### src/hw/rtl/apw_pkg.sv
// ----------------------------------------------------------------------------
// apw_pkg
// Shared types and constants of the ARGB pixel writer: frame memory size,
// configuration register indexes, status codes and the queued job word.
// ----------------------------------------------------------------------------
package apw_pkg;

    localparam int FRAME_WORDS = 65536;
    localparam int ADDR_W      = $clog2(FRAME_WORDS);
    localparam int QUEUE_DEPTH = 4;

    localparam int CFG_IDX_W  = 3;
    localparam int CFG_DATA_W = 16;

    typedef logic [CFG_IDX_W-1:0] t_cfg_idx;

    localparam t_cfg_idx CFG_SURFACE_WIDTH  = 3'd0;
    localparam t_cfg_idx CFG_SURFACE_HEIGHT = 3'd1;
    localparam t_cfg_idx CFG_CLIP_ENABLE    = 3'd2;
    localparam t_cfg_idx CFG_CLIP_LEFT      = 3'd3;
    localparam t_cfg_idx CFG_CLIP_TOP       = 3'd4;
    localparam t_cfg_idx CFG_CLIP_RIGHT     = 3'd5;
    localparam t_cfg_idx CFG_CLIP_BOTTOM    = 3'd6;
    localparam t_cfg_idx CFG_ROW_PITCH      = 3'd7;

    typedef logic [1:0] t_status;

    localparam t_status ST_WRITTEN        = 2'd0;
    localparam t_status ST_OUTSIDE_SURFACE = 2'd1;
    localparam t_status ST_OUTSIDE_CLIP   = 2'd2;
    localparam t_status ST_BEYOND_MEMORY  = 2'd3;

    typedef struct packed {
        t_status           status;
        logic              mode;
        logic [ADDR_W-1:0] addr;
        logic [31:0]       colour;
    } t_job;

endpackage

### src/hw/rtl/apw_queue.sv
// ----------------------------------------------------------------------------
// apw_queue
// Short first-in first-out queue of classified jobs between the front and the
// back, so that each side may stall without holding up the other.
// ----------------------------------------------------------------------------
module apw_queue (
    input  logic          i_clk,
    input  logic          i_rst_n,
    input  logic          i_push,
    input  apw_pkg::t_job i_job,
    output logic          o_full,
    input  logic          i_pop,
    output apw_pkg::t_job o_head,
    output logic          o_empty
);

    localparam int PTR_W = $clog2(apw_pkg::QUEUE_DEPTH);
    localparam int CNT_W = $clog2(apw_pkg::QUEUE_DEPTH + 1);

    apw_pkg::t_job r_entry [apw_pkg::QUEUE_DEPTH];
    logic [PTR_W-1:0] r_wr_ptr;
    logic [PTR_W-1:0] r_rd_ptr;
    logic [CNT_W-1:0] r_count;

    assign o_full  = r_count == CNT_W'(apw_pkg::QUEUE_DEPTH);
    assign o_empty = r_count == '0;
    assign o_head  = r_entry[r_rd_ptr];

    always_ff @(posedge i_clk) begin
        if (!i_rst_n) begin
            r_wr_ptr <= '0;
            r_rd_ptr <= '0;
            r_count  <= '0;
        end else begin
            if (i_push) begin
                r_wr_ptr <= (r_wr_ptr == PTR_W'(apw_pkg::QUEUE_DEPTH - 1)) ?
                            '0 : r_wr_ptr + 1'b1;
            end
            if (i_pop) begin
                r_rd_ptr <= (r_rd_ptr == PTR_W'(apw_pkg::QUEUE_DEPTH - 1)) ?
                            '0 : r_rd_ptr + 1'b1;
            end
            if (i_push && !i_pop) begin
                r_count <= r_count + 1'b1;
            end else if (i_pop && !i_push) begin
                r_count <= r_count - 1'b1;
            end
        end
    end

    always_ff @(posedge i_clk) begin
        if (i_push) begin
            r_entry[r_wr_ptr] <= i_job;
        end
    end

    a_no_overflow: assert property (@(posedge i_clk) disable iff (!i_rst_n)
        i_push |-> (!o_full || i_pop))
        else $error("job pushed into a full queue");

    a_no_underflow: assert property (@(posedge i_clk) disable iff (!i_rst_n)
        i_pop |-> !o_empty)
        else $error("job popped from an empty queue");

endmodule

### config.mk
export PLATFORM = sky130hd
export DESIGN_NAME = apw_queue
export DESIGN_NICKNAME = d
export VERILOG_FILES = /design/src/hw/rtl/apw_pkg.sv /design/src/hw/rtl/apw_queue.sv
export SDC_FILE = /design/constraint.sdc
export NUM_CORES = 1
export LEC_CHECK = 0
export ABC_AREA = 1
export BUFFER_PORTS_ARGS = -buffer_cell sky130_fd_sc_hd__buf_4
export CAP_MARGIN = 10
export CELL_PAD_IN_SITES_DETAIL_PLACEMENT = 1
export CELL_PAD_IN_SITES_GLOBAL_PLACEMENT = 2
export CORE_UTILIZATION = 36
export DETAILED_ROUTE_END_ITERATION = 8
export PLACE_DENSITY_LB_ADDON = 0.1
export SLEW_MARGIN = 25
export SYNTH_ARGS = -nofsm -noshare
export SYNTH_HDL_FRONTEND = slang
export SYNTH_SLANG_ARGS = --single-unit
### constraint.sdc
create_clock -name i_clk -period 2.2 [get_ports i_clk]
set_clock_uncertainty 0.15 [all_clocks]
set_input_delay 0.33 -clock i_clk [delete_from_list [all_inputs] [get_ports i_clk]]
set_output_delay 0.33 -clock i_clk [all_outputs]
set_load 0.02 [all_outputs]
==> results.yml, run 1 <==
power_and_ir_drop:
  power.density_nw_per_um2: 890
  cellLeakagePower_nw: 4.15
  power.switching_mw: 2.50
  internal_power_mw: 7.62
  p_total_mw: 10.1
  switching_share_pct: 24.7
  clkPwrFrac_pct: 38.0
  irDropWorstVdd_v: 0.000617
  p_comb_share_pct: 15.6
  seqPwrFrac_pct: 46.4
setup_path:
  required_ns: 1.72
  cp_data_arrival_time_ns: 1.77
  crit_path_end_kind: "output pin"
  slowest_stage: "dfxtp_4"
  path_max_fanout: 11
  crit_family: "buffers and inverters"
  max_stage_delay_ns: 0.37
  critPathLaunchType: "flop"
  path_buf_inv: 4
  crit_chain: "buf_12, inv_6, clkbuf_16, nor2_2, o22ai_2, buf_4"
  worstSetupPathType: "reg -> out"
global_routing:
  grt_max_degree: 43
  grt_pass1_wl_um: 32000
  grt_overflow_total: 0
  grt_usage_pct: 18.8
  grt_pass1_vias: 5591
  antenna_found_initial: 0
die:
  core_um2: 21900
  ios: 108
  dieHeight_um: 152
  start_util_pct: 36.8
  die-area_um2: 23000
  die_x_um: 152
  rows: 54
sta:
  slew_viol_final: 0
  holdWs_ns: 0.0346
  fin_crit_ns: 2.25
  setup_ws_ns: -0.0490
  timing.final.crit_share_pct: 102
  relSlewSlack_pct: 76.8
  rsz0062_at_grt: "yes"
  fmax_ghz: 0.445
  max_slew.worst_pin.slew_ns: 0.348
  final_hold_viol_count: 0
  setup_viol: 23
layout:
  antenna_cells: 0
  drive_gt1_share_pct: 32.1
  finalNetCount: 811
  area_delta_synth_final_pct: 41.0
  fin_area_um2: 11400
outcome:
  outcome: "complete, but fails checks"
  violations: "negative setup slack"
drt:
  drc: 0
  num_vias: 5374
  postRouteWirelength_um: 23700
  wl_per_cell_um: 22.6
  routed_via_density: 5.13
  drtIter0Drc: 209
  drt-pass1-iter-count: 4
  ant_nets: 0
cts:
  clock_latency_ns: 0.51
  clockBufferDepth: 3
  root_buffer: "clkbuf_16"
  cts_tree: "built"
  clkSlewWorstSetupHoldPaths_ns: 0.06
  cts.sinks: 213
  cts_buffers: 24
  cts_max_level: 1
synthesis:
  netlist_area_um2: 8060
  async_flop_share_pct: 0
  avgSynthCellArea_um2: 14.6
  synth_top_area_cell: "edfxtp_1"
  synth.area.mux_share_pct: 0
  synthTopCellsByArea: "edfxtp_1, nor2_1, o22ai_1"
  yosys.area_share.adder_pct: 1.18
  yosys-top-cells-count: "edfxtp_1, nor2_1, o21ai_1"
  synth_fp_nets: 614
  synth_seq_cells: 213
  synth_warnings: 0
  synth_top_family_by_area: "compound AO/OA/AOI/OAI gates"
  yosys.area_share.xor_xnor_pct: 0.109
  ys_types: 23
  synthSimpleGateAreaFrac_pct: 5.88
  ys.flop_type: "edfxtp_1"
  synth-compound-area-share_pct: 10.7
  yosysTopAreaCellShare_pct: 76.0
  syn_inst: 552
  synth_edf_count: 204
  synth.most_common_cell: "edfxtp_1"
  synth-seq-area-share_pct: 78.2
placed_design:
  place_ws_ns: 0.379
  dp_hpwl_um: 11400
  portBuffers: 107
  place_congestion: 0.728
  placed_area_um2: 9220
hold_path:
  hold_path.class: "in -> reg"
run:
  maxCapViolCount: 0
==> power groups by stage <==
stage	clock [mW]	sequential, mW	combinational (mW)
3_3_place_gp	0	4.76	1.15
2_1_floorplan	0	4.76	0.642
6_report	3.84	4.70	1.58
4_1_cts	3.95	4.69	1.38
5_1_grt	4.06	4.71	1.69
3_5_place_dp	0	4.77	1.19
==> through the flow <==
stage	TNS (ns)	instances	utilization (%)
5_1_grt	-2.61	1047	51.9
2_1_floorplan	0	552	-
3_5_place_dp	0	925	42.1
6_report	-0.369	1047	51.9
3_3_place_gp	0	925	42.1
4_1_cts	-1.32	1029	49.2
==> cells in the final DEF, fill, tap and decap left out, types with 11 or more instances in the layout <==
cell,synthesis,layout
buf_6,11,15
o21ai_0,45,23
nor2_1,110,89
o21ai_1,59,66
buf_12,0,11
o22ai_2,0,16
dlygate4sd3_1,0,52
o21ai_2,1,16
clkbuf_16,0,35
buf_4,5,104
o22ai_1,51,35
nor2_2,0,19
edfxtp_1,204,204
==> tightest hold or removal path, stage by stage <==
cell    delay [ns]
buf_4         0.08
inv_1         0.06
nor2_1        0.09
nor2_1        0.08
==> state kept, by name, indices dropped and copies added, names as in the netlist, named ones only <==
register / flops
r_rd_ptr: 2
r_count: 3
r_wr_ptr: 2
r_entry: 204
==> per-layer routing <==
metal	GRT usage (%)	wire [um]	vias up	share of wire (%)
met5	0	0	-	0
met4	3.96	348	0	1.5
met3	3.32	1090	28	4.6
met2	34.3	12200	119	51
met1	23.3	10100	2760	42
li1	-	-	2467	-
==> kinds of logic (layout without fill, tap and decap cells) <==
group | count (synthesis) | in the layout
xor+xnor | 1 | 1
fa+ha+maj | 7 | 7
simple gates | 124 | 124
compound gates | 159 | 159
buf+inv | 48 | 263
flops | 213 | 213
==> final timing paths <==
kind                                                 end  cells after the start                startpoint  slack [ns]
worst min register to register  r_wr_ptr[1]$_SDFFE_PN0P_                      2  r_wr_ptr[1]$_SDFFE_PN0P_        0.38
worst max register to register  r_entry[3][15]$_DFFE_PP_                      4  r_wr_ptr[0]$_SDFFE_PN0P_        0.48
worst max-delay path                          o_head[12]                      6                      flop       -0.05
worst min-delay path                                flop                      4                     i_pop        0.03
==> layout make-up <==
cell class,count,area (um2)
Timing Repair Buffer,202,2190
Clock inverter,17,128
Clock buffer,27,633
Timing Repair inverter,1,8.76
Sequential cell,213,6310
Multi-Input combinational cell,291,1660
Fill cell,2130,10500
Tap cell,280,350
Inverter,16,86.3
==> what timing repair did <==
| action | in CTS | in global routing |
|---|---|---|
| buffers inserted | 3 | 3 |
| pin swaps | 13 | 15 |
| setup endpoints to repair | 51 | 51 |
| endpoints found under the hold margin | 211 | 0 |
| resized for setup | 23 | 84 |
| hold buffers | 52 | 0 |
| gates cloned | 5 | 16 |
Power figures use the tool's default switching activity.
==> run 2: changes to the inputs <==
Settings changed: CORE_UTILIZATION 36 to 40.
Clock period 2.2 ns to 2.89 ns, I/O delays scaled along.
==> run 2 against run 1 <==
The run now ends clean. Global-route usage fell by 0.21 points. First-iteration DRC count down 9.6%. Sequential power shrank 24%. Sequential share of layout area up 5.2 points. Total power decreased by 26%. Worst setup slack improved by 0.31 ns. Non-clock buffer count shrank 31.
==> results.yml, run 2 (synthesis results as in run 1) <==
outcome:
  outcome: "finished clean"
sta:
  rsz0062_at_grt: "no"
  relSlewSlack_pct: 59.7
  fmax_ghz: 0.381
  final_hold_viol_count: 0
  setup_ws_ns: 0.264
  fin_crit_ns: 2.63
  tns_ns: 0
  setup_viol: 0
  timing.final.crit_share_pct: 90.9
  slew_viol_final: 0
  max_slew.worst_pin.slew_ns: 0.604
layout:
  seq_area_um2: 6310
  regMostFlops: "r_entry"
  finalNetCount: 778
  final_cell_mix: "edfxtp_1, buf_4, nor2_1, o21ai_1"
  drive_gt1_share_pct: 22.1
  multi_input_area_um2: 1440
  area_delta_synth_final_pct: 29.0
  reg.largest.list: "r_entry: 204 flops, r_count: 3 flops"
  fill_cells: 1940
  largest_reg_flops: 204
  fin_cells: 999
  fin_area_um2: 10400
  layout_commonest_cell: "edfxtp_1"
hold_path:
  hold_depth: 3
  hold_path.class: "in -> reg"
setup_path:
  crit_top_cell: "buf_4"
  reg2reg_depth: 5
  path_max_fanout: 30
  crit_family: "buffers and inverters"
  worstSetupPathType: "reg -> out"
  path_buf_inv: 2
  slowest_stage: "dfxtp_4"
  r2r_slack_ns: 1.10
  required_ns: 2.31
  crit_path_end_kind: "output pin"
  max_stage_delay_ns: 0.52
  cp_data_arrival_time_ns: 2.04
  critical_path_cell_count: 4
  crit_chain: "buf_4, o21ai_0, o22ai_1, buf_4"
  critPathLaunchType: "flop"
cts:
  cts_max_level: 1
  clkSlewWorstSetupHoldPaths_ns: 0.06
  clockBufferDepth: 3
  cts_tree: "built"
  clock_latency_ns: 0.49
  cts_setup_buffers: 0
  root_buffer: "clkbuf_16"
  cts_buffers: 23
  cts.sinks: 213
power_and_ir_drop:
  power.density_nw_per_um2: 717
  cellLeakagePower_nw: 3.73
  power.switching_mw: 1.74
  irDropWorstVdd_v: 0.000441
  switching_share_pct: 23.4
  internal_power_mw: 5.71
  p_comb_share_pct: 12.3
  clkPwrFrac_pct: 39.7
  seqPwrFrac_pct: 47.9
die:
  start_util_pct: 41.2
  die-area_um2: 20700
  die_x_um: 144
  ios: 108
  rows: 51
  dieHeight_um: 144
  core_um2: 19600
global_routing:
  grt_max_degree: 59
  antenna_found_initial: 1
  grt_pass1_wl_um: 29100
  grt_pass1_vias: 5517
  grt_overflow_total: 0
  grt_usage_pct: 18.6
placed_design:
  placed_area_um2: 9120
  place_ws_ns: 0.768
  portBuffers: 107
  place_inst: 905
  dp_hpwl_um: 10600
  place_congestion: 0.711
drt:
  drc: 0
  routed_via_density: 5.12
  wl_per_cell_um: 18.9
  drtIter0Drc: 189
  drt-pass1-iter-count: 4
  ant_nets: 0
  postRouteWirelength_um: 18900
  num_vias: 5111
run:
  maxCapViolCount: 0
[run 2: changes by cell type in the layout (fill, tap and decap cells not counted), moves of 3 or more]
cell       delta
o21ai_0      +22
nor2_1       +21
nor2_2       -19
o22ai_1      +16
o22ai_2      -16
buf_6        -15
o21ai_2      -15
clkbuf_16    -12
buf_4        +10
buf_16        -8
o21ai_1       -7
buf_12        -5
clkinv_1      -3
[run 2: worst register-to-register path: cells and delay by family, from the launching register on]
kind          cells  cell delay, ns
fa+ha+maj         1            0.15
simple gates      1            0.07
buf+inv           3            0.74
flops             1            0.35
[run 2: layout make-up]
| class | count | share of cell area [%] |
|---|---|---|
| Timing Repair Buffer | 171 | 14.3 |
| Antenna cell | 1 | 0.0241 |
| Clock buffer | 27 | 5.68 |
| Multi-Input combinational cell | 291 | 13.9 |
| Tap cell | 265 | 3.19 |
| Clock inverter | 15 | 1.68 |
| Inverter | 16 | 0.590 |
| Sequential cell | 213 | 60.7 |
[run 2: per-stage QoR]
step | utilization (%) | hold WS (ns) | total power [mW]
floorplan | - | 0.340 | 4.11
global placement | 46.6 | 0.354 | 4.48
detailed placement | 46.6 | 0.388 | 4.51
global route | 53.1 | 0.0429 | 7.73
finish | 53.1 | 0.0556 | 7.45
CTS | 53.1 | 0.0350 | 7.55
[run 2: path summary, 6_finish.rpt]
path,start,to
worst max-delay path,flop,o_head[43]
worst min register to register,r_rd_ptr[0]$_SDFFE_PN0P_,flop
worst max register to register,r_wr_ptr[0]$_SDFFE_PN0P_,r_entry[0][40]$_DFFE_PP_
worst min-delay path,i_rst_n,r_count[2]$_SDFFE_PN0P_
[run 2: timing repair]
item | 4_1_cts | 5_1_grt
hold buffers | 51 | 0
gates resized for setup | 0 | 0
endpoints found under the hold margin | 204 | 0
[run 2: per-layer routing]
| layer | track usage [%] | wire length, um | part of all wire, % | vias to the layer above |
|---|---|---|---|---|
| li1 | - | - | - | 2392 |
| met1 | 22.4 | 8020 | 42 | 2593 |
| met2 | 34.3 | 9780 | 52 | 100 |
| met3 | 3.20 | 775 | 4.1 | 26 |
| met4 | 4.76 | 340 | 1.8 | 0 |
| met5 | 0 | 0 | 0 | - |
[run 2: power groups by stage]
stage / clock [mW] / sequential, mW / combinational [mW]
floorplan: 0 / 3.63 / 0.489
CTS: 3.04 / 3.57 / 0.937
detailed placement: 0 / 3.64 / 0.873
global route: 3.15 / 3.58 / 0.997
finish: 2.96 / 3.57 / 0.917
global placement: 0 / 3.63 / 0.853
==> run 3: changes to the inputs <==
Settings changed: MAX_ROUTING_LAYER set to met4.
==> run 3 against run 2 <==
Sequential power hardly changed. Design area unchanged. Fmax rose by 0.51%. Non-clock buffer count is the same. First-iteration DRC count rose by 2.1%. Worst setup slack better by 0.013 ns. Via count is 0.18% higher. Clock power hardly changed. Critical endpoint unchanged.
==> results.yml, run 3 (synthesis results as in run 1) <==
outcome:
  outcome: "finished clean"
setup_path:
  crit_path_end_kind: "output pin"
  crit_end: "o_head[43]"
  r2r_slack_ns: 1.09
  r2r-end: "r_entry[0][40]$_DFFE_PP_"
  required_ns: 2.31
  cp_data_arrival_time_ns: 2.03
  worstSetupPathType: "reg -> out"
  path_max_fanout: 30
  critPathLaunchType: "flop"
  reg2reg_depth: 5
  r2r-start: "r_wr_ptr[0]$_SDFFE_PN0P_"
run:
  maxCapViolCount: 0
power_and_ir_drop:
  power.density_nw_per_um2: 716
  internal_power_mw: 5.71
  irDropWorstVdd_v: 0.000441
  switching_share_pct: 23.4
  cellLeakagePower_nw: 3.73
  power.switching_mw: 1.74
  seqPwrFrac_pct: 48.0
  clkPwrFrac_pct: 39.7
  p_comb_share_pct: 12.3
  p_total_mw: 7.45
cts:
  cts.sinks: 213
  cts_setup_buffers: 0
  clkSlewWorstSetupHoldPaths_ns: 0.06
  cts_hold_buffers: 51
  root_buffer: "clkbuf_16"
  cts_tree: "built"
  cts_resized: 0
  clockBufferDepth: 3
  cts_buffers: 23
  clock_latency_ns: 0.49
  cts_max_level: 1
layout:
  fin_area_um2: 10400
  area_delta_synth_final_pct: 29.0
  regMostFlops: "r_entry"
  seq_area_um2: 6310
  reg.largest.list: "r_entry: 204 flops, r_count: 3 flops"
  finalNetCount: 778
  drive_gt1_share_pct: 22.1
  final_cell_mix: "edfxtp_1, buf_4, nor2_1, o21ai_1"
  post-route-util_pct: 53.1
  fin_cells: 999
  layout_commonest_cell: "edfxtp_1"
  fill_cells: 1940
  multi_input_area_um2: 1440
  largest_reg_flops: 204
hold_path:
  hold_path.class: "in -> reg"
global_routing:
  antenna_found_initial: 1
  grt_max_degree: 59
  grt_pass1_wl_um: 29100
  grt_pass1_vias: 5515
  grt_overflow_total: 0
  grt_usage_pct: 19.2
sta:
  rsz0062_at_grt: "no"
  setup_viol: 0
  setup_ws_ns: 0.277
  tns_ns: 0
  max_slew.worst_pin.slew_ns: 0.606
  relSlewSlack_pct: 59.6
  fmax_ghz: 0.383
  fin_crit_ns: 2.61
  slew_viol_final: 0
  holdWs_ns: 0.0558
  final_hold_viol_count: 0
  timing.final.crit_share_pct: 90.4
die:
  die-area_um2: 20700
  core_um2: 19600
  dieHeight_um: 144
  die_x_um: 144
  rows: 51
  start_util_pct: 41.2
  ios: 108
placed_design:
  place_ws_ns: 0.768
  dp_hpwl_um: 10600
  place_congestion: 0.721
  placed_area_um2: 9120
  place_inst: 905
  portBuffers: 107
drt:
  wl_per_cell_um: 18.9
  met1Wirelength_um: 8070
  routed_via_density: 5.13
  ant_nets: 0
  drt-pass1-iter-count: 4
  drc: 0
  num_vias: 5120
  wl_met2_um: 9730
  route.met3.wl_um: 745
  drtIter0Drc: 193
  dr.max_layer_used: "met4"
  postRouteWirelength_um: 18900
run 3: how the worst min path moves through the flow:
stage | end | from | cells after the start
3_5_place_dp | flop | r_rd_ptr[0]$_SDFFE_PN0P_ | 2
5_1_grt | r_count[2]$_SDFFE_PN0P_ | i_rst_n | 3
2_1_floorplan | r_wr_ptr[1]$_SDFFE_PN0P_ | r_wr_ptr[1]$_SDFFE_PN0P_ | 2
6_report | r_count[2]$_SDFFE_PN0P_ | i_rst_n | 3
3_3_place_gp | r_wr_ptr[1]$_SDFFE_PN0P_ | r_wr_ptr[1]$_SDFFE_PN0P_ | 2
4_1_cts | r_count[2]$_SDFFE_PN0P_ | i_rst_n | 3
run 3: final cells by class:
cell class / count / share of cell area (%)
sequential: 213 / 60.7
clock buffer: 27 / 5.68
multi-input combinational: 291 / 13.9
timing repair buffer: 171 / 14.3
antenna: 1 / 0.0241
inverter: 16 / 0.590
tap: 265 / 3.19
clock inverter: 15 / 1.68
run 3: power by group through the flow:
| stage | registers [mW] | clock network (mW) | logic [mW] |
|---|---|---|---|
| final | 3.57 | 2.96 | 0.917 |
| after detailed placement | 3.64 | 0 | 0.873 |
| after global routing | 3.58 | 3.15 | 0.997 |
| after global placement | 3.63 | 0 | 0.853 |
| after CTS | 3.57 | 3.04 | 0.937 |
| after floorplan | 3.63 | 0 | 0.489 |
run 3: metal layers:
metal | GRT usage, % | vias up
met1 | 22.6 | 2597
met2 | 34.3 | 102
met4 | 4.76 | 0
met3 | 3.07 | 29
li1 | - | 2392
met5 | - | -
run 3: worst max-delay path, cell delays in order, from the launching register on:
cell     delay [ns]
dfxtp_4        0.52
buf_4          0.37
o21ai_0        0.15
o22ai_1        0.29
buf_4          0.20
