--- config.mk ---
export PLATFORM = sky130hd
export DESIGN_NAME = apw_front
export DESIGN_NICKNAME = d
export VERILOG_FILES = /design/src/hw/rtl/apw_pkg.sv /design/src/hw/rtl/apw_front.sv
export SDC_FILE = /design/constraint.sdc
export NUM_CORES = 1
export LEC_CHECK = 0
export ABC_CLOCK_PERIOD_IN_PS = 7900
export BUFFER_PORTS_ARGS = -buffer_cell sky130_fd_sc_hd__buf_2
export CELL_PAD_IN_SITES_DETAIL_PLACEMENT = 0
export CELL_PAD_IN_SITES_GLOBAL_PLACEMENT = 1
export CORE_ASPECT_RATIO = 0.8
export CORE_MARGIN = 8
export CORE_UTILIZATION = 48
export DETAILED_ROUTE_END_ITERATION = 10
export PLACE_DENSITY = 0.83
export RECOVER_POWER = 100
export SYNTH_ARGS = -nofsm -noshare
export SYNTH_HDL_FRONTEND = slang
export SYNTH_SLANG_ARGS = --single-unit
--- constraint.sdc ---
create_clock -name i_clk -period 7.9 [get_ports i_clk]
set_input_delay 1.58 -clock i_clk [delete_from_list [all_inputs] [get_ports i_clk]]
set_output_delay 1.58 -clock i_clk [all_outputs]
set_load 0.01 [all_outputs]
--- src/hw/rtl/apw_pkg.sv ---
// ----------------------------------------------------------------------------
// apw_pkg
// Shared types and constants of the ARGB pixel writer: frame memory size,
// configuration register indexes, status codes and the queued job word.
// ----------------------------------------------------------------------------
package apw_pkg;

    localparam int FRAME_WORDS = 65536;
    localparam int ADDR_W      = $clog2(FRAME_WORDS);
    localparam int QUEUE_DEPTH = 4;

    localparam int CFG_IDX_W  = 3;
    localparam int CFG_DATA_W = 16;

    typedef logic [CFG_IDX_W-1:0] t_cfg_idx;

    localparam t_cfg_idx CFG_SURFACE_WIDTH  = 3'd0;
    localparam t_cfg_idx CFG_SURFACE_HEIGHT = 3'd1;
    localparam t_cfg_idx CFG_CLIP_ENABLE    = 3'd2;
    localparam t_cfg_idx CFG_CLIP_LEFT      = 3'd3;
    localparam t_cfg_idx CFG_CLIP_TOP       = 3'd4;
    localparam t_cfg_idx CFG_CLIP_RIGHT     = 3'd5;
    localparam t_cfg_idx CFG_CLIP_BOTTOM    = 3'd6;
    localparam t_cfg_idx CFG_ROW_PITCH      = 3'd7;

    typedef logic [1:0] t_status;

    localparam t_status ST_WRITTEN        = 2'd0;
    localparam t_status ST_OUTSIDE_SURFACE = 2'd1;
    localparam t_status ST_OUTSIDE_CLIP   = 2'd2;
    localparam t_status ST_BEYOND_MEMORY  = 2'd3;

    typedef struct packed {
        t_status           status;
        logic              mode;
        logic [ADDR_W-1:0] addr;
        logic [31:0]       colour;
    } t_job;

endpackage

--- src/hw/rtl/apw_front.sv ---
// ----------------------------------------------------------------------------
// apw_front
// Holds the configuration registers, accepts pixel words, checks them against
// the surface and the clip rectangle and forms the word address from the
// registered row product before handing a classified job to the queue.
// ----------------------------------------------------------------------------
module apw_front (
    input  logic                           i_clk,
    input  logic                           i_rst_n,
    input  logic                           i_cfg_we,
    input  apw_pkg::t_cfg_idx              i_cfg_index,
    input  logic [apw_pkg::CFG_DATA_W-1:0] i_cfg_data,
    input  logic                           i_in_valid,
    output logic                           o_in_stall,
    input  logic                           i_mode,
    input  logic signed [15:0]             i_pos_x,
    input  logic signed [15:0]             i_pos_y,
    input  logic [31:0]                    i_colour,
    output logic                           o_push,
    output apw_pkg::t_job                  o_job,
    input  logic                           i_full
);

    logic [14:0]        r_surface_width;
    logic [14:0]        r_surface_height;
    logic               r_clip_enable;
    logic signed [15:0] r_clip_left;
    logic signed [15:0] r_clip_top;
    logic signed [15:0] r_clip_right;
    logic signed [15:0] r_clip_bottom;
    logic [14:0]        r_row_pitch;

    logic               r_s1_valid;
    apw_pkg::t_status   r_s1_status;
    logic               r_s1_mode;
    logic [31:0]        r_s1_colour;
    logic [14:0]        r_s1_x;
    logic [29:0]        r_s1_prod;

    logic               w_accept;
    logic               w_out_surf;
    logic               w_out_clip;
    apw_pkg::t_status   n_s1_status;
    logic [30:0]        w_addr;
    logic               w_beyond;

    always_comb begin
        w_accept   = i_in_valid && !o_in_stall;
        w_out_surf = i_pos_x[15] || i_pos_y[15] ||
                     (i_pos_x[14:0] >= r_surface_width) ||
                     (i_pos_y[14:0] >= r_surface_height);
        w_out_clip = r_clip_enable &&
                     ((i_pos_x < r_clip_left) || (i_pos_y < r_clip_top) ||
                      (i_pos_x >= r_clip_right) || (i_pos_y >= r_clip_bottom));
        if (w_out_surf) begin
            n_s1_status = apw_pkg::ST_OUTSIDE_SURFACE;
        end else if (w_out_clip) begin
            n_s1_status = apw_pkg::ST_OUTSIDE_CLIP;
        end else begin
            n_s1_status = apw_pkg::ST_WRITTEN;
        end
    end

    assign o_in_stall = r_s1_valid && i_full;

    always_comb begin
        w_addr   = 31'(r_s1_prod) + 31'(r_s1_x);
        w_beyond = w_addr >= 31'(apw_pkg::FRAME_WORDS);
        o_push   = r_s1_valid && !i_full;
        o_job.status = (r_s1_status == apw_pkg::ST_WRITTEN && w_beyond) ?
                       apw_pkg::ST_BEYOND_MEMORY : r_s1_status;
        o_job.mode   = r_s1_mode;
        o_job.addr   = w_addr[apw_pkg::ADDR_W-1:0];
        o_job.colour = r_s1_colour;
    end

    always_ff @(posedge i_clk) begin
        if (!i_rst_n) begin
            r_surface_width  <= '0;
            r_surface_height <= '0;
            r_clip_enable    <= 1'b0;
            r_clip_left      <= '0;
            r_clip_top       <= '0;
            r_clip_right     <= '0;
            r_clip_bottom    <= '0;
            r_row_pitch      <= '0;
        end else if (i_cfg_we) begin
            case (i_cfg_index)
                apw_pkg::CFG_SURFACE_WIDTH:  r_surface_width  <= i_cfg_data[14:0];
                apw_pkg::CFG_SURFACE_HEIGHT: r_surface_height <= i_cfg_data[14:0];
                apw_pkg::CFG_CLIP_ENABLE:    r_clip_enable    <= i_cfg_data[0];
                apw_pkg::CFG_CLIP_LEFT:      r_clip_left      <= i_cfg_data;
                apw_pkg::CFG_CLIP_TOP:       r_clip_top       <= i_cfg_data;
                apw_pkg::CFG_CLIP_RIGHT:     r_clip_right     <= i_cfg_data;
                apw_pkg::CFG_CLIP_BOTTOM:    r_clip_bottom    <= i_cfg_data;
                apw_pkg::CFG_ROW_PITCH:      r_row_pitch      <= i_cfg_data[14:0];
                default: ;
            endcase
        end
    end

    always_ff @(posedge i_clk) begin
        if (!i_rst_n) begin
            r_s1_valid <= 1'b0;
        end else if (w_accept) begin
            r_s1_valid <= 1'b1;
        end else if (o_push) begin
            r_s1_valid <= 1'b0;
        end
    end

    always_ff @(posedge i_clk) begin
        if (w_accept) begin
            r_s1_status <= n_s1_status;
            r_s1_mode   <= i_mode;
            r_s1_colour <= i_colour;
            r_s1_x      <= i_pos_x[14:0];
            r_s1_prod   <= 30'(i_pos_y[14:0]) * 30'(r_row_pitch);
        end
    end

endmodule

==> results of run 1 <==
## logic make-up after synthesis
kind of cell	Yosys count	share of synthesized area [%]
muxes	6	0.341
AOI/OAI and AO/OA	319	12.6
and+or+nand+nor	649	17.3
DFF	191	26.2
buffers and inverters	371	8.14
xor gates and xnor gates	42	2.09
adders and majority gates	369	33.3
## layer usage
metal	track usage (%)	vias to the layer above	wire [µm]
li1	-	6562	-
met4	4.89	0	663
met1	31.8	6590	23200
met3	4.55	40	3530
met2	31.6	492	19600
met5	0	-	0
## worst min-delay path, delay by kind of cell (launching register included)
| family | cells | cell delay (ns) |
|---|---|---|
| DFF | 1 | 0.31 |
| AOI/OAI and AO/OA | 1 | 0.06 |
| and+or+nand+nor | 1 | 0.05 |
## where the power goes
part,internal [µW],switching (µW),total [µW]
Sequential,1080,33.8,1110
Combinational,201,336,536
Clock,429,440,869
## synth_stat cells, drive strengths merged, types with 13 or more instances
cell type | number | area (µm²)
a211oi | 15 | 118
a21boi | 112 | 841
a21o | 24 | 181
a21oi | 56 | 280
and2 | 139 | 871
clkbuf | 63 | 236
dfxtp | 111 | 2220
edfxtp | 80 | 2400
fa | 168 | 3360
ha | 201 | 2510
inv | 299 | 1120
nand2 | 347 | 1300
nand2b | 14 | 87.6
nand3 | 19 | 95.1
nand4 | 19 | 125
nor2 | 49 | 184
nor2b | 13 | 81.3
nor3 | 18 | 90.1
o21ai | 40 | 200
xnor2 | 29 | 254
xor2 | 13 | 114
## per-stage QoR
stage | area [µm²] | hold WS [ns] | util (%) | instances
5_1_grt | 19300 | 0.489 | 53.4 | 2547
2_1_floorplan | 17600 | 0.441 | - | 1947
3_3_place_gp | 18800 | 0.453 | 52.0 | 2515
3_5_place_dp | 18800 | 0.460 | 52.0 | 2515
6_report | 19300 | 0.470 | 53.4 | 2547
4_1_cts | 19400 | 0.471 | 53.7 | 2547
## area by class of cell
cell class                      instances  share of cell area [%]
Inverter                              300                    5.85
Timing Repair Buffer                  159                    3.86
Clock buffer                           18                    2.23
Tap cell                              480                    3.12
Multi-Input combinational cell       1385                    60.1
Sequential cell                       191                    24.0
Clock inverter                         14                   0.845
## worst max path at each step
stage,from,endpoint,cells after the start
6_report,i_pos_y[9],r_s1_prod[24]$_DFFE_PP_,22
3_3_place_gp,i_pos_y[7],r_s1_prod[29]$_DFFE_PP_,21
5_1_grt,i_pos_y[9],r_s1_prod[24]$_DFFE_PP_,22
3_5_place_dp,i_pos_y[8],r_s1_prod[29]$_DFFE_PP_,23
2_1_floorplan,i_pos_y[8],r_s1_prod[29]$_DFFE_PP_,22
4_1_cts,i_pos_y[8],r_s1_prod[29]$_DFFE_PP_,23
## flip-flops by register name, summed over array words and instances, names as in the netlist
signal	cells
r_s1_mode	1
r_row_pitch	15
r_s1_status	2
r_surface_width	15
r_clip_left	16
r_clip_bottom	16
r_s1_colour	32
r_surface_height	15
r_s1_prod	30
r_clip_right	16
r_clip_top	16
r_clip_enable	1
r_s1_valid	1
r_s1_x	15
==> flow_metrics.py, run 1 <==
metrics = {
    "setup_path": {
        "critPathMaxStageDelay_ns": 0.58,
        "worst_setup_path_end_kind": "flip-flop",
        "worstPathCellList": "buf_2 -> clkbuf_1 -> and2_0 -> fa_1 -> inv_1 -> fa_1 -> inv_1 -> fa_1 -> fa_1 -> fa_1 -> inv_1 -> fa_1 -> inv_1 -> ha_1 -> a211oi_1 -> o21a_1 -> o41ai_1 -> nand2_1 -> a31oi_1 -> a21o_1 -> a21oi_1 -> xnor2_1",
        "r2r_slack_ns": 1.39,
        "worstRegToRegCells": 22,
        "critPathKind": "input pin to flip-flop",
        "required_ns": 8.10,
        "crit_family": "adder cells",
        "critPathMostFrequentCell": "fa_1",
        "start_kind": "input pin",
        "cp.buffers_inverters": 6,
        "path_max_fanout": 11,
        "r2r-end": "r_s1_prod[29]$_DFFE_PP_",
        "crit_path_top_delay_cell": "fa_1",
        "reg2reg_from": "r_row_pitch[5]$_SDFFE_PN0P_",
        "cp.arrival_ns": 7.55,
    },
    "clock_network": {
        "clock_latency_ns": 0.46,
        "numCtsBuffers": 17,
        "cts_hold_buf": 0,
        "cts_resized": 0,
        "htreeDepth": 4,
        "post_cts_buffers": 0,
        "cts_tree": "yes",
        "cts-root-buf": "clkbuf_16",
        "clk_pin_slew_ns": 0.07,
        "cts_sinks": 191,
        "cts_max_path_buffers": 2,
    },
    "place": {
        "gp_congestion": 0.870,
        "pre_cts_slack_ns": 0.247,
        "port_buffers": 141,
        "dp_hpwl_um": 36800,
    },
    "logic_synthesis": {
        "synth_nets": 2405,
        "syn-cell-area_mm2": 0.0176,
        "yosysWarnings": 0,
        "syn_inst": 1947,
        "synth-main-ff-cell": "dfxtp_1",
        "syn_avg_cell_area_um2": 9.06,
        "synth.distinct_cells": 70,
        "synth-edff-count": 80,
        "seq_area_frac_synth_pct": 26.2,
        "async_reset_ff_share_pct": 0,
        "ys_ff_latch": 191,
    },
    "status": {
        "failed_checks": "capacitance limit, slew limit",
        "outcome": "finished, violations left",
    },
    "layout": {
        "drive_gt1_share_pct": 6.34,
        "seqCellArea_mm2": 0.00462,
        "syn_to_final_growth_pct": 9.23,
        "most-common-layout-cells": "nand2_1, inv_1, ha_1, fa_1, and2_1",
        "final_common_cell": "nand2_1",
        "antenna_cells": 0,
        "fin_nets": 2512,
        "multi_input_comb_area_mm2": 0.0116,
        "fillers": 3408,
    },
    "floorplanning": {
        "die-area_mm2": 0.0432,
        "die_w_um": 230,
        "rows": 62,
        "io_pins": 142,
        "die_h_um": 187,
        "core_mm2": 0.0361,
        "initial_core_util_pct": 48.9,
    },
    "power_and_ir_drop": {
        "p_leak_uw": 0.00850,
        "peakVddDrop_uv": 106,
        "total_power_uw": 2520,
        "power_density_mw_per_mm2": 131,
    },
    "timing": {
        "final_hold_viol_count": 0,
        "clock_skew_ns": 0.0128,
        "fin_ws_ns": 0.551,
        "fmax_ghz": 0.136,
        "setup_viol": 0,
        "period_minus_slack_ns": 7.35,
        "rsz0062_at_grt": "false",
        "tightest_slew_ns": 4.12,
        "tns_ns": 0,
        "drv_slew": 193,
        "period_share_pct": 93.0,
        "slew_headroom_pct": -175,
    },
    "global_route": {
        "antenna_found_initial": 0,
        "grt_pass1_vias": 13300,
        "grt_pass1_wl_um": 73700,
        "grt.total_usage_pct": 21.5,
        "grt_max_degree": 112,
        "grt_overflow": 0,
    },
    "routing": {
        "drt_first_iter_violations": 910,
        "detail_route.vias_per_cell": 5.37,
        "ant_nets": 0,
        "dr.pass1.iters": 5,
        "dr_total_vias": 13700,
        "drt-total-wl_um": 47000,
        "drc": 0,
        "wire_per_inst_um": 18.5,
    },
    "hold_path": {
        "hp-class": "flip-flop to flip-flop",
        "whs_path_depth": 2,
        "holdPathEnd": "r_clip_top[0]$_SDFFE_PN0P_",
        "hp-start": "r_clip_top[0]$_SDFFE_PN0P_",
    },
    "run": {
        "cap_violations": 2,
    },
}
Power figures use the tool's default switching activity.
==> inputs of run 2 (changes only) <==
--- a/config.mk
+++ b/config.mk
@@ -5,15 +5,16 @@
 export SDC_FILE = /design/constraint.sdc
 export NUM_CORES = 1
 export LEC_CHECK = 0
-export ABC_CLOCK_PERIOD_IN_PS = 7900
+export ABC_CLOCK_PERIOD_IN_PS = 6200
 export BUFFER_PORTS_ARGS = -buffer_cell sky130_fd_sc_hd__buf_2
 export CELL_PAD_IN_SITES_DETAIL_PLACEMENT = 0
 export CELL_PAD_IN_SITES_GLOBAL_PLACEMENT = 1
 export CORE_ASPECT_RATIO = 0.8
 export CORE_MARGIN = 8
-export CORE_UTILIZATION = 48
+export CORE_UTILIZATION = 43
 export DETAILED_ROUTE_END_ITERATION = 10
-export PLACE_DENSITY = 0.83
+export MAX_ROUTING_LAYER = met4
+export PLACE_DENSITY = 0.79
 export RECOVER_POWER = 100
 export SYNTH_ARGS = -nofsm -noshare
 export SYNTH_HDL_FRONTEND = slang
==> constraint.sdc (replaced) <==
create_clock -name i_clk -period 6.2 [get_ports i_clk]
set_input_delay 1.24 -clock i_clk [delete_from_list [all_inputs] [get_ports i_clk]]
set_output_delay 1.24 -clock i_clk [all_outputs]
set_load 0.01 [all_outputs]
==> flow_metrics.py, run 2 (synthesized netlist as in run 1, its figures left out) <==
metrics = {
    "status": {
        "outcome": "finished, violations left",
        "failed_checks": "capacitance limit, slew limit, setup timing",
    },
    "floorplanning": {
        "io_pins": 142,
        "die_h_um": 197,
        "core_mm2": 0.0405,
        "die_w_um": 242,
        "initial_core_util_pct": 43.5,
        "die-area_mm2": 0.0478,
        "rows": 66,
    },
    "global_route": {
        "grt_max_degree": 112,
        "antenna_found_initial": 2,
        "grt_overflow": 0,
        "grt.total_usage_pct": 21.7,
        "grt_pass1_wl_um": 79100,
        "grt_pass1_vias": 14100,
    },
    "setup_path": {
        "crit_end": "r_s1_prod[29]$_DFFE_PP_",
        "startpoint": "i_pos_y[7]",
        "critPathKind": "input pin to flip-flop",
        "required_ns": 6.41,
        "reg2reg_from": "r_row_pitch[4]$_SDFFE_PN0P_",
        "worst_setup_path_end_kind": "flip-flop",
        "r2r_slack_ns": 0.16,
        "path_max_fanout": 5,
        "cp.arrival_ns": 6.53,
        "worstRegToRegCells": 20,
        "start_kind": "input pin",
        "r2r-end": "r_s1_prod[29]$_DFFE_PP_",
    },
    "timing": {
        "rsz0062_at_grt": "true",
        "drv_slew": 193,
        "period_share_pct": 102,
        "tightest_slew_ns": 4.44,
        "fin_ws_ns": -0.120,
        "period_minus_slack_ns": 6.32,
        "setup_viol": 7,
        "final_hold_viol_count": 0,
        "clock_skew_ns": 0.0136,
        "holdWs_ns": 0.468,
        "slew_headroom_pct": -196,
        "fmax_ghz": 0.158,
    },
    "layout": {
        "final_core_util_pct": 50.7,
        "fin_nets": 2610,
        "top_register": "r_s1_colour",
        "most-common-layout-cells": "nand2_1, inv_1, ha_1, fa_1, and2_1",
        "final_common_cell": "nand2_1",
        "drive_gt1_share_pct": 14.1,
        "largest_reg_flops": 32,
        "syn_to_final_growth_pct": 16.6,
        "fillers": 3791,
        "biggestRegsByFlops": "r_s1_colour: 32 flops, r_s1_prod: 30 flops",
    },
    "place": {
        "pre_cts_slack_ns": -0.735,
        "dp_hpwl_um": 39800,
        "gp_congestion": 0.920,
        "port_buffers": 141,
    },
    "routing": {
        "dr_total_vias": 14000,
        "detail_route.vias_per_cell": 5.18,
        "drt_first_iter_violations": 1118,
        "ant_nets": 0,
        "drc": 0,
        "wire_per_inst_um": 18.7,
        "dr.pass1.iters": 5,
        "drt-total-wl_um": 50600,
    },
    "clock_network": {
        "cts_hold_buf": 0,
        "cts_tree": "yes",
        "clk_pin_slew_ns": 0.07,
        "numCtsBuffers": 17,
        "htreeDepth": 4,
        "cts-root-buf": "clkbuf_16",
        "cts_sinks": 191,
        "clock_latency_ns": 0.46,
        "cts_max_path_buffers": 2,
    },
    "power_and_ir_drop": {
        "p_leak_uw": 0.00914,
        "power_density_mw_per_mm2": 159,
        "peakVddDrop_uv": 209,
    },
    "run": {
        "cap_violations": 2,
    },
    "hold_path": {
        "hp-class": "flip-flop to flip-flop",
    },
}
run 2: cell count changes in the layout (fill, tap and decap cells not counted), moves of 6 or more:
cell / before / now
buf_4: 14 / 105
and2_4: 0 / 16
and2_1: 132 / 119
ha_1: 201 / 190
buf_2: 75 / 65
inv_1: 299 / 289
inv_2: 0 / 10
buf_6: 0 / 9
ha_4: 0 / 8
a21oi_1: 56 / 50
o21ai_0: 40 / 34
run 2: layout make-up:
class | instances | area [µm²] | area share (%)
Antenna cell | 1 | 2.50 | 0.0122
Clock buffer | 18 | 439 | 2.14
Clock inverter | 14 | 133 | 0.645
Inverter | 300 | 1130 | 5.48
Multi-Input combinational cell | 1385 | 11900 | 58.1
Sequential cell | 191 | 4620 | 22.5
Tap cell | 544 | 681 | 3.31
Timing Repair Buffer | 257 | 1600 | 7.79
run 2: critical path: stages:
cell      delay [ns]
buf_8           0.11
and2_4          0.15
fa_1            0.55
inv_2           0.05
fa_1            0.57
inv_1           0.07
fa_1            0.50
fa_1            0.44
fa_1            0.50
inv_1           0.05
fa_1            0.50
inv_2           0.05
ha_4            0.22
a211oi_4        0.23
nor3b_4         0.25
nor3_4          0.09
a311o_1         0.32
a211oi_2        0.30
o41ai_2         0.09
a21oi_1         0.16
xnor2_1         0.09
run 2: worst min path at each step:
stage	cells past startpoint	slack, ns	endpoint	startpoint
after global placement	2	0.45	r_surface_height[5]$_SDFFE_PN0P_	r_surface_height[5]$_SDFFE_PN0P_
after floorplan	2	0.44	r_clip_top[0]$_SDFFE_PN0P_	r_clip_top[0]$_SDFFE_PN0P_
after global routing	2	0.49	r_clip_bottom[3]$_SDFFE_PN0P_	r_clip_bottom[3]$_SDFFE_PN0P_
after detailed placement	2	0.46	r_clip_right[9]$_SDFFE_PN0P_	r_clip_right[9]$_SDFFE_PN0P_
after CTS	2	0.47	r_clip_right[9]$_SDFFE_PN0P_	r_clip_right[9]$_SDFFE_PN0P_
final	2	0.47	r_clip_bottom[14]$_SDFFE_PN0P_	r_clip_bottom[14]$_SDFFE_PN0P_
run 2: metal layers:
layer | track usage, % | wire (µm) | up-vias
met5 | - | 0 | -
met4 | 4.97 | 1010 | 0
met3 | 3.95 | 3120 | 55
met2 | 32.5 | 22600 | 388
met1 | 30.2 | 23900 | 6830
li1 | - | - | 6763
run 2: where the power goes:
part           switching (µW)  internal [µW]  total, µW
combinational             454            307        761
sequential               41.5           1370       1420
clock                     537            559       1100
run 2: what timing repair did:
action	in CTS	in global routing
hold endpoints to repair	0	0
setup buffers	8	1
endpoints found under the setup margin	9	16
gates resized for setup	49	30
pin swaps	43	28
run 2: per-stage QoR:
stage | cells | power, µW | TNS, ns | area [µm²]
after CTS | 2708 | 3310 | -0.496 | 20500
after floorplan | 1947 | 1890 | -1.44 | 17900
after detailed placement | 2669 | 2190 | -8.60 | 19700
final | 2710 | 3270 | -0.344 | 20600
after global routing | 2710 | 3440 | -2.02 | 20600
after global placement | 2669 | 2170 | -7.02 | 19700
==> inputs of run 3 (changes only) <==
==> constraint.sdc (replaced) <==
create_clock -name i_clk -period 6.2 [get_ports i_clk]
set_input_delay 0.31 -clock i_clk [delete_from_list [all_inputs] [get_ports i_clk]]
set_output_delay 0.31 -clock i_clk [all_outputs]
set_load 0.01 [all_outputs]
==> flow_metrics.py, run 3 (synthesized netlist as in run 1, its figures left out) <==
metrics = {
    "timing": {
        "fin_ws_ns": 0.256,
        "clock_skew_ns": 0.0116,
        "final_hold_viol_count": 0,
        "period_minus_slack_ns": 5.94,
        "fmax_ghz": 0.168,
        "slew_headroom_pct": -172,
        "drv_slew": 193,
        "tightest_slew_ns": 4.08,
        "setup_viol": 0,
        "period_share_pct": 95.9,
    },
    "floorplanning": {
        "rows": 66,
        "io_pins": 142,
        "die_h_um": 197,
        "initial_core_util_pct": 43.5,
        "core_mm2": 0.0405,
        "die-area_mm2": 0.0478,
        "die_w_um": 242,
    },
    "power_and_ir_drop": {
        "power_density_mw_per_mm2": 166,
        "total_power_uw": 3340,
        "peakVddDrop_uv": 128,
        "p_leak_uw": 0.00892,
    },
    "setup_path": {
        "worstPathCellList": "buf_4 -> and2_1 -> fa_1 -> inv_1 -> fa_1 -> inv_1 -> fa_1 -> fa_1 -> fa_1 -> inv_1 -> fa_1 -> inv_1 -> ha_1 -> buf_4 -> and3_1 -> a311o_1 -> a211oi_2 -> o41ai_2 -> a21oi_1 -> xnor2_1",
        "critPathMaxStageDelay_ns": 0.55,
        "crit_path_top_delay_cell": "fa_1",
        "worst_setup_path_end_kind": "flip-flop",
        "cp.arrival_ns": 6.16,
        "critPathKind": "flip-flop to flip-flop",
        "start_kind": "flip-flop",
        "critPathMostFrequentCell": "fa_1",
        "path_max_fanout": 7,
        "required_ns": 6.42,
        "r2r_slack_ns": 0.26,
    },
    "global_route": {
        "grt_max_degree": 112,
        "grt_pass1_vias": 14000,
        "grt_overflow": 0,
        "antenna_found_initial": 0,
        "grt.total_usage_pct": 21.0,
        "grt_pass1_wl_um": 78300,
    },
    "layout": {
        "largest_reg_flops": 32,
        "antenna_cells": 0,
        "drive_gt1_share_pct": 9.51,
        "biggestRegsByFlops": "r_s1_colour: 32 flops, r_s1_prod: 30 flops",
        "top_register": "r_s1_colour",
        "syn_to_final_growth_pct": 14.4,
        "fin_nets": 2589,
        "most-common-layout-cells": "nand2_1, inv_1, ha_1, fa_1, and2_1",
        "final_common_cell": "nand2_1",
        "fillers": 3850,
    },
    "clock_network": {
        "cts_tree": "yes",
        "cts-root-buf": "clkbuf_16",
        "cts_sinks": 191,
        "numCtsBuffers": 17,
        "clock_latency_ns": 0.47,
        "htreeDepth": 4,
        "cts_max_path_buffers": 2,
        "clk_pin_slew_ns": 0.08,
    },
    "run": {
        "cap_violations": 2,
    },
    "routing": {
        "ant_nets": 0,
        "wire_per_inst_um": 18.1,
        "dr.pass1.iters": 5,
        "detail_route.vias_per_cell": 5.18,
        "drc": 0,
        "drt_first_iter_violations": 1067,
        "drt-total-wl_um": 48700,
        "dr_total_vias": 13900,
    },
    "status": {
        "outcome": "finished, violations left",
        "failed_checks": "capacitance limit, slew limit",
    },
    "place": {
        "dp_hpwl_um": 38900,
        "gp_congestion": 0.880,
        "pre_cts_slack_ns": -0.0747,
        "port_buffers": 141,
    },
    "hold_path": {
        "hp-class": "input pin to flip-flop",
    },
}
==> run 3: worst paths after layout <==
check | start | cells past startpoint | end
worst min register to register | r_clip_bottom[7]$_SDFFE_PN0P_ | 2 | r_clip_bottom[7]$_SDFFE_PN0P_
worst max register to register | r_row_pitch[5]$_SDFFE_PN0P_ | 20 | r_s1_prod[29]$_DFFE_PP_
worst max-delay path | r_row_pitch[5]$_SDFFE_PN0P_ | 20 | r_s1_prod[29]$_DFFE_PP_
worst min-delay path | i_colour[23] | 1 | r_s1_colour[23]$_DFFE_PP_
==> run 3: layout make-up <==
type | count | area (µm²) | share of cell area [%]
Timing Repair Buffer | 236 | 1430 | 7.09
Tap cell | 544 | 681 | 3.37
Clock buffer | 17 | 425 | 2.11
Inverter | 300 | 1130 | 5.58
Multi-Input combinational cell | 1385 | 11600 | 57.8
Sequential cell | 191 | 4640 | 23.0
Clock inverter | 15 | 218 | 1.08
==> run 3: report_power, final <==
group | switching [µW] | internal (µW) | total, µW
clock network | 623 | 573 | 1200
logic | 448 | 285 | 733
registers | 37.0 | 1370 | 1410
==> run 3: stage by stage <==
stage / instances / setup TNS [ns] / hold WS [ns] / utilization (%) / area, µm²
after floorplan: 1947 / 0 / 0.409 / - / 17600
after global placement: 2625 / 0 / 0.453 / 47.4 / 19200
after detailed placement: 2625 / -0.0747 / 0.459 / 47.4 / 19200
after CTS: 2687 / 0 / 0.000795 / 49.7 / 20200
after global routing: 2688 / -0.0216 / 0.00470 / 49.7 / 20200
final: 2688 / 0 / 0.0274 / 49.7 / 20200
==> run 3: per-layer routing <==
metal	wire length (µm)	vias up	GRT usage (%)
met2	20500	413	30.3
li1	-	6727	-
met3	3090	30	3.53
met4	414	0	3.50
met1	24700	6766	31.1
met5	0	-	-
==> run 3: critical path: cells and delay by family (launching register included) <==
family | cells | cell delay (ns)
XOR/XNOR | 1 | 0.08
AND/OR/NAND/NOR | 2 | 0.37
adder cells (fa/ha/maj) | 7 | 3.43
buffers and inverters | 6 | 0.52
AO/OA/AOI/OAI | 4 | 0.93
flip-flops | 1 | 0.34
==> run 3: timing repair <==
item                                    CTS  global route
hold endpoints to repair                 30             0
resized for setup                         1            23
endpoints found under the setup margin    1             9
hold buffers                             30             0
pin swaps                                 0            10
buffers inserted                          0             1
